`src/hdl/sobel_edge_magnitude_unit_assert.svh`:
```
// Assertion macros shared by the edge magnitude design.
`ifndef SOBEL_EDGE_MAGNITUDE_UNIT_ASSERT_SVH
`define SOBEL_EDGE_MAGNITUDE_UNIT_ASSERT_SVH
`ifndef SYNTHESIS
`define SEM_ASSERT_IMP(label, clk, rst_n, ante, cons) \
    label: assert property (@(posedge clk) disable iff (!rst_n) (ante) |-> (cons)) \
        else $error("assertion failed");
`define SEM_ASSERT_NEXT(label, clk, rst_n, ante, cons) \
    label: assert property (@(posedge clk) disable iff (!rst_n) (ante) |=> (cons)) \
        else $error("assertion failed");
`else
`define SEM_ASSERT_IMP(label, clk, rst_n, ante, cons)
`define SEM_ASSERT_NEXT(label, clk, rst_n, ante, cons)
`endif
`endif

```
`src/hdl/sem_pkg.sv`:
```
package sem_pkg;
    localparam int unsigned PixW = 8;
    localparam int unsigned GeoW = 11;
    localparam int unsigned SensW = 16;
    localparam int unsigned HeightLimit = 1024;
    localparam int unsigned SqrtInW = 32;
    localparam int unsigned RootW = 16;

    typedef enum logic [1:0] {
        REG_WIDTH = 2'd0,
        REG_HEIGHT = 2'd1,
        REG_SENS = 2'd2
    } t_reg_idx;

    typedef enum logic [2:0] {
        ST_CLEAR,
        ST_IDLE,
        ST_READ,
        ST_ROOT,
        ST_SCALE
    } t_state;

    // One result's 3x3 neighborhood after masking, top row first.
    typedef struct packed {
        logic [8:0][PixW-1:0] pix;
        logic                 last;
    } t_win;
endpackage

```
`src/hdl/sem_magnitude.sv`:
```
// Gradient magnitude: Sobel sums, bit-serial root, gain and saturation.
module sem_magnitude
    import sem_pkg::*;
(
    input  logic             i_clk,
    input  logic             i_rst_n,
    input  logic             i_start,
    input  t_win             i_win,
    input  logic [SensW-1:0] i_sens,
    output logic             o_done,
    output logic [PixW-1:0]  o_edge,
    output logic             o_last
);
    `include "sobel_edge_magnitude_unit_assert.svh"

    logic signed [11:0] w_gx, w_gy;
    logic signed [23:0] w_gxe, w_gye, w_g2;
    logic [SqrtInW-1:0] w_g2s;
    logic [RootW-1:0]   r_root;
    logic [3:0]         r_step;
    logic               r_busy, r_mul;
    logic               r_last;
    logic [RootW+SensW-1:0] r_prod;

    // Sobel sums over the masked window.
    always_comb begin
        w_gx = 12'(signed'({1'b0, i_win.pix[2]})) - 12'(signed'({1'b0, i_win.pix[0]}))
             + 12'(signed'({1'b0, i_win.pix[5]})) * 12'sd2
             - 12'(signed'({1'b0, i_win.pix[3]})) * 12'sd2
             + 12'(signed'({1'b0, i_win.pix[8]})) - 12'(signed'({1'b0, i_win.pix[6]}));
        w_gy = 12'(signed'({1'b0, i_win.pix[6]})) - 12'(signed'({1'b0, i_win.pix[0]}))
             + 12'(signed'({1'b0, i_win.pix[7]})) * 12'sd2
             - 12'(signed'({1'b0, i_win.pix[1]})) * 12'sd2
             + 12'(signed'({1'b0, i_win.pix[8]})) - 12'(signed'({1'b0, i_win.pix[2]}));
        w_gxe = 24'(w_gx);
        w_gye = 24'(w_gy);
        w_g2 = w_gxe * w_gxe + w_gye * w_gye;
        w_g2s = {w_g2, 8'd0};
    end

    // One root bit per cycle, restoring form.
    logic [SqrtInW-1:0] r_x;
    logic [SqrtInW+1:0] r_r2;
    logic [SqrtInW+1:0] w_acc, w_sub;
    always_comb begin
        w_acc = {r_r2[SqrtInW-1:0], r_x[SqrtInW-1 -: 2]};
        w_sub = w_acc - {16'd0, r_root, 2'b01};
    end

    always_ff @(posedge i_clk) begin
        if (!i_rst_n) begin
            r_busy <= 1'b0;
            r_mul <= 1'b0;
            o_done <= 1'b0;
        end else begin
            o_done <= 1'b0;
            if (i_start) begin
                r_busy <= 1'b1;
                r_x <= w_g2s;
                r_r2 <= '0;
                r_root <= '0;
                r_step <= '0;
                r_last <= i_win.last;
            end else if (r_busy) begin
                r_x <= {r_x[SqrtInW-3:0], 2'b00};
                if (!w_sub[SqrtInW+1]) begin
                    r_r2 <= w_sub;
                    r_root <= {r_root[RootW-2:0], 1'b1};
                end else begin
                    r_r2 <= w_acc;
                    r_root <= {r_root[RootW-2:0], 1'b0};
                end
                r_step <= r_step + 4'd1;
                if (r_step == 4'd15) begin
                    r_busy <= 1'b0;
                    r_mul <= 1'b1;
                end
            end else if (r_mul) begin
                r_mul <= 1'b0;
                r_prod <= r_root * i_sens;
                o_done <= 1'b1;
            end
        end
    end

    logic [RootW+SensW:0] w_rnd;
    always_comb begin
        w_rnd = {1'b0, r_prod} + 33'd2048;
        o_edge = (|w_rnd[RootW+SensW:20]) ? 8'hFF : w_rnd[19:12];
        o_last = r_last;
    end

    `SEM_ASSERT_NEXT(a_start_busy, i_clk, i_rst_n, i_start, r_busy)
    `SEM_ASSERT_IMP(a_no_overlap, i_clk, i_rst_n, i_start, !r_busy && !r_mul)
    `SEM_ASSERT_NEXT(a_mul_done, i_clk, i_rst_n, r_mul, o_done)
endmodule

```
`config.mk`:
```
export PLATFORM = sky130hd
export DESIGN_NAME = sem_magnitude
export DESIGN_NICKNAME = d
export VERILOG_FILES = /design/src/hdl/sem_pkg.sv /design/src/hdl/sem_magnitude.sv
export VERILOG_INCLUDE_DIRS = /design/src /design/src/hdl
export SDC_FILE = /design/constraint.sdc
export NUM_CORES = 2
export LEC_CHECK = 0
export BUFFER_PORTS_ARGS = -buffer_cell sky130_fd_sc_hd__buf_2
export CAP_MARGIN = 40
export CORE_ASPECT_RATIO = 0.6
export CORE_MARGIN = 1.5
export CORE_UTILIZATION = 55
export CTS_CLUSTER_SIZE = 25
export DETAILED_ROUTE_END_ITERATION = 16
export PLACE_DENSITY = 0.72
export SYNTH_ARGS = -nofsm -noshare
export SYNTH_HDL_FRONTEND = slang
export SYNTH_SLANG_ARGS = --single-unit
```
`constraint.sdc`:
```
create_clock -name i_clk -period 15.9 [get_ports i_clk]
set_clock_uncertainty 0.15 [all_clocks]
set_input_delay 3.18 -clock i_clk [delete_from_list [all_inputs] [get_ports i_clk]]
set_output_delay 3.18 -clock i_clk [all_outputs]
set_load 0.005 [all_outputs]
```
==> flow_summary.json <==
{
  "maxSlewViolCount": 0,
  "grt_pass1_wl_mm": 96.2,
  "gr-total-overflow": 0,
  "outcome": "completed",
  "synth-main-ff-cell": "edfxtp_1",
  "rows": 61,
  "cts_tree": "built",
  "wirelength_mm": 56.3,
  "dieWidth_um": 282,
  "yosysTopAreaCell": "fa_1",
  "synth.distinct_cells": 69,
  "antenna_found_initial": 1,
  "maxCapViolCount": 0,
  "critPathLaunchType": "primary input",
  "root_buffer": "clkbuf_16",
  "drive_gt1_frac": 0.0636,
  "post_drt_wl_per_cell_um": 16.4,
  "synth_top_cell_area_share": 0.404,
  "worst_ep_arrival_time_ps": 14120,
  "cts.path.max_buffers": 2,
  "ctsHoldBuffers": 0,
  "die_area_um2": 48000,
  "io_pins": 102,
  "worst_slew_pin_slew_ps": 967,
  "place_congestion": 0.931,
  "cts_buffers": 9,
  "h-tree-depth": 3,
  "netlist_area_um2": 25600,
  "viasPerCell": 5.26,
  "syn_nets": 3600,
  "synth_warnings": 0,
  "crit_top_cell": "fa_1",
  "cts_setup_buffers": 0,
  "drt_iter0_markers": 1499,
  "firstDrtPassIters": 5,
  "clk_latency_ps": 390,
  "diodes": 0,
  "port-buffer-count": 93,
  "dp_hpwl_mm": 47.8,
  "clock.fmax_mhz": 71.0,
  "start_util": 0.555,
  "finalSetupTns_ps": 0,
  "hold_viol": 0,
  "grt_pass1_vias": 19300,
  "core_area_um2": 46200,
  "drc": 0,
  "ys_top_cells_by_area": "fa_1, ha_1, edfxtp_1",
  "clk_pin_slew_ps": 90,
  "end_kind": "register",
  "holdCritPathClass": "reg -> reg",
  "die_h_um": 170,
  "critPathMaxFanout": 7,
  "ant_nets": 0,
  "syn2layout_area_growth_pct": 6.13,
  "grt_max_degree": 58,
  "synth-async-reset-ratio": 0,
  "syn-instance-count": 2724,
  "seq_area_frac_synth": 0.117,
  "grt_usage": 0.255,
  "cts_sinks": 101,
  "synth-seq-cells": 101,
  "required_ps": 15940,
  "vias": 18000,
  "layout.nets": 3670,
  "period_share": 0.886,
  "cts-resized-gates": 0,
  "slowest_stage": "xor2_1",
  "critical-path-max-stage-delay_ps": 720,
  "worst-setup-path-type": "in -> reg",
  "synth-edff-count": 98,
  "rsz0062_at_grt": "false",
  "syn-mean-instance-area_um2": 9.41,
  "period_needed_ps": 14090,
  "timing.slew.headroom": 0.351,
  "setup_viol": 0
}
synthesized netlist by cell type (3+ instances only):
| cell | instances |
|---|---|
| mux2i_1 | 3 |
| nor3b_1 | 3 |
| o21ai_0 | 44 |
| and2_1 | 130 |
| a41oi_1 | 3 |
| o211ai_1 | 6 |
| xnor2_1 | 86 |
| clkbuf_1 | 56 |
| a21boi_0 | 3 |
| nor4_1 | 9 |
| o21a_1 | 6 |
| a31o_2 | 3 |
| o21bai_1 | 9 |
| nand4_1 | 7 |
| nor2b_1 | 15 |
| a211oi_1 | 10 |
| a21o_1 | 23 |
| nand2b_1 | 18 |
| buf_2 | 3 |
| ha_1 | 267 |
| or2_2 | 8 |
| nor2_1 | 136 |
| a21oi_1 | 94 |
| fa_1 | 517 |
| xor2_1 | 32 |
| or3_1 | 13 |
| edfxtp_1 | 98 |
| inv_1 | 719 |
| nand3b_1 | 3 |
| a31oi_1 | 10 |
| mux2_2 | 17 |
| dfxtp_1 | 3 |
| nand3_1 | 17 |
| nor3_1 | 17 |
| clkinv_1 | 6 |
| nand2_1 | 288 |
flip-flops by register name, summed over array words and instances (netlist names):
name and flops:
o_done 1, o_last 1, r_busy 1, r_mul 1
r_prod 21, r_r2 32, r_root 16, r_step 4
r_x 24
worst max-delay path: cells and delay by family:
family          cells  cell delay (ps)
xor+xnor            1              720
compound gates     10             2830
fa+ha+maj          13             5510
buf+inv             8              870
simple gates        5              990
routing by layer:
metal,wire (µm),share of wire,GRT usage,up-vias
met1,26400,0.47,0.378,8975
met2,23300,0.41,0.374,648
li1,-,-,-,8361
met3,5980,0.11,0.0805,55
met5,50,0.00089,0.00821,-
met4,497,0.0088,0.0339,2
kinds of logic after synthesis:
| group | synth area share |
|---|---|
| AO/OA/AOI/OAI | 0.0588 |
| multiplexers | 0.00908 |
| flip-flops | 0.117 |
| adder cells (fa/ha/maj) | 0.534 |
| AND/OR/NAND/NOR | 0.123 |
| XOR/XNOR | 0.0427 |
| buffers and inverters | 0.116 |
stage by stage:
step	setup slack (ps)	hold WS [ps]	util	instance area (µm²)	cells
final	1810	355	0.589	27200	3429
after global routing	1220	375	0.589	27200	3429
after CTS	1940	354	0.589	27200	3427
after detailed placement	1600	334	0.582	26900	3411
after global placement	1740	303	0.580	26800	3406
after floorplan	2900	267	-	25600	2724
cell type report:
cell class	instances	area (µm²)
clock buffer	9	225
clock inverter	7	91.3
fill	3872	19000
inverter	726	2730
multi-input combinational	1836	19700
sequential	101	3000
tap	630	788
timing repair buffer	120	701
worst paths after layout:
check | endpoint | startpoint | slack, ps | cells past startpoint
hold reg to reg | o_done | r_busy | 350 | 1
setup reg to reg | r_prod[28] | r_root[9] | 8800 | 22
setup / recovery | r_x[30] | i_win[49] | 1810 | 37
hold / removal | o_done | r_busy | 350 | 1
placed cells by master (no fill, tap or decap), types with 7 or more instances in the layout:
cell	synthesis	routed
inv_1	719	718
fa_1	517	517
nand2_1	288	288
ha_1	267	267
nor2_1	136	136
and2_1	130	130
edfxtp_1	98	98
a21oi_1	94	94
buf_2	3	93
xnor2_1	86	86
o21ai_0	44	44
xor2_1	32	32
buf_4	0	25
a21o_1	23	23
nand2b_1	18	18
nand3_1	17	17
mux2_2	17	17
nor3_1	17	16
nor2b_1	15	15
or3_1	13	13
a211oi_1	10	10
a31oi_1	10	10
o21bai_1	9	9
nor4_1	9	9
clkbuf_16	0	9
or2_2	8	8
nand4_1	7	7
Power is not shown: default switching activity piles up to over one toggle a cycle in this logic, so the estimate is an artifact.
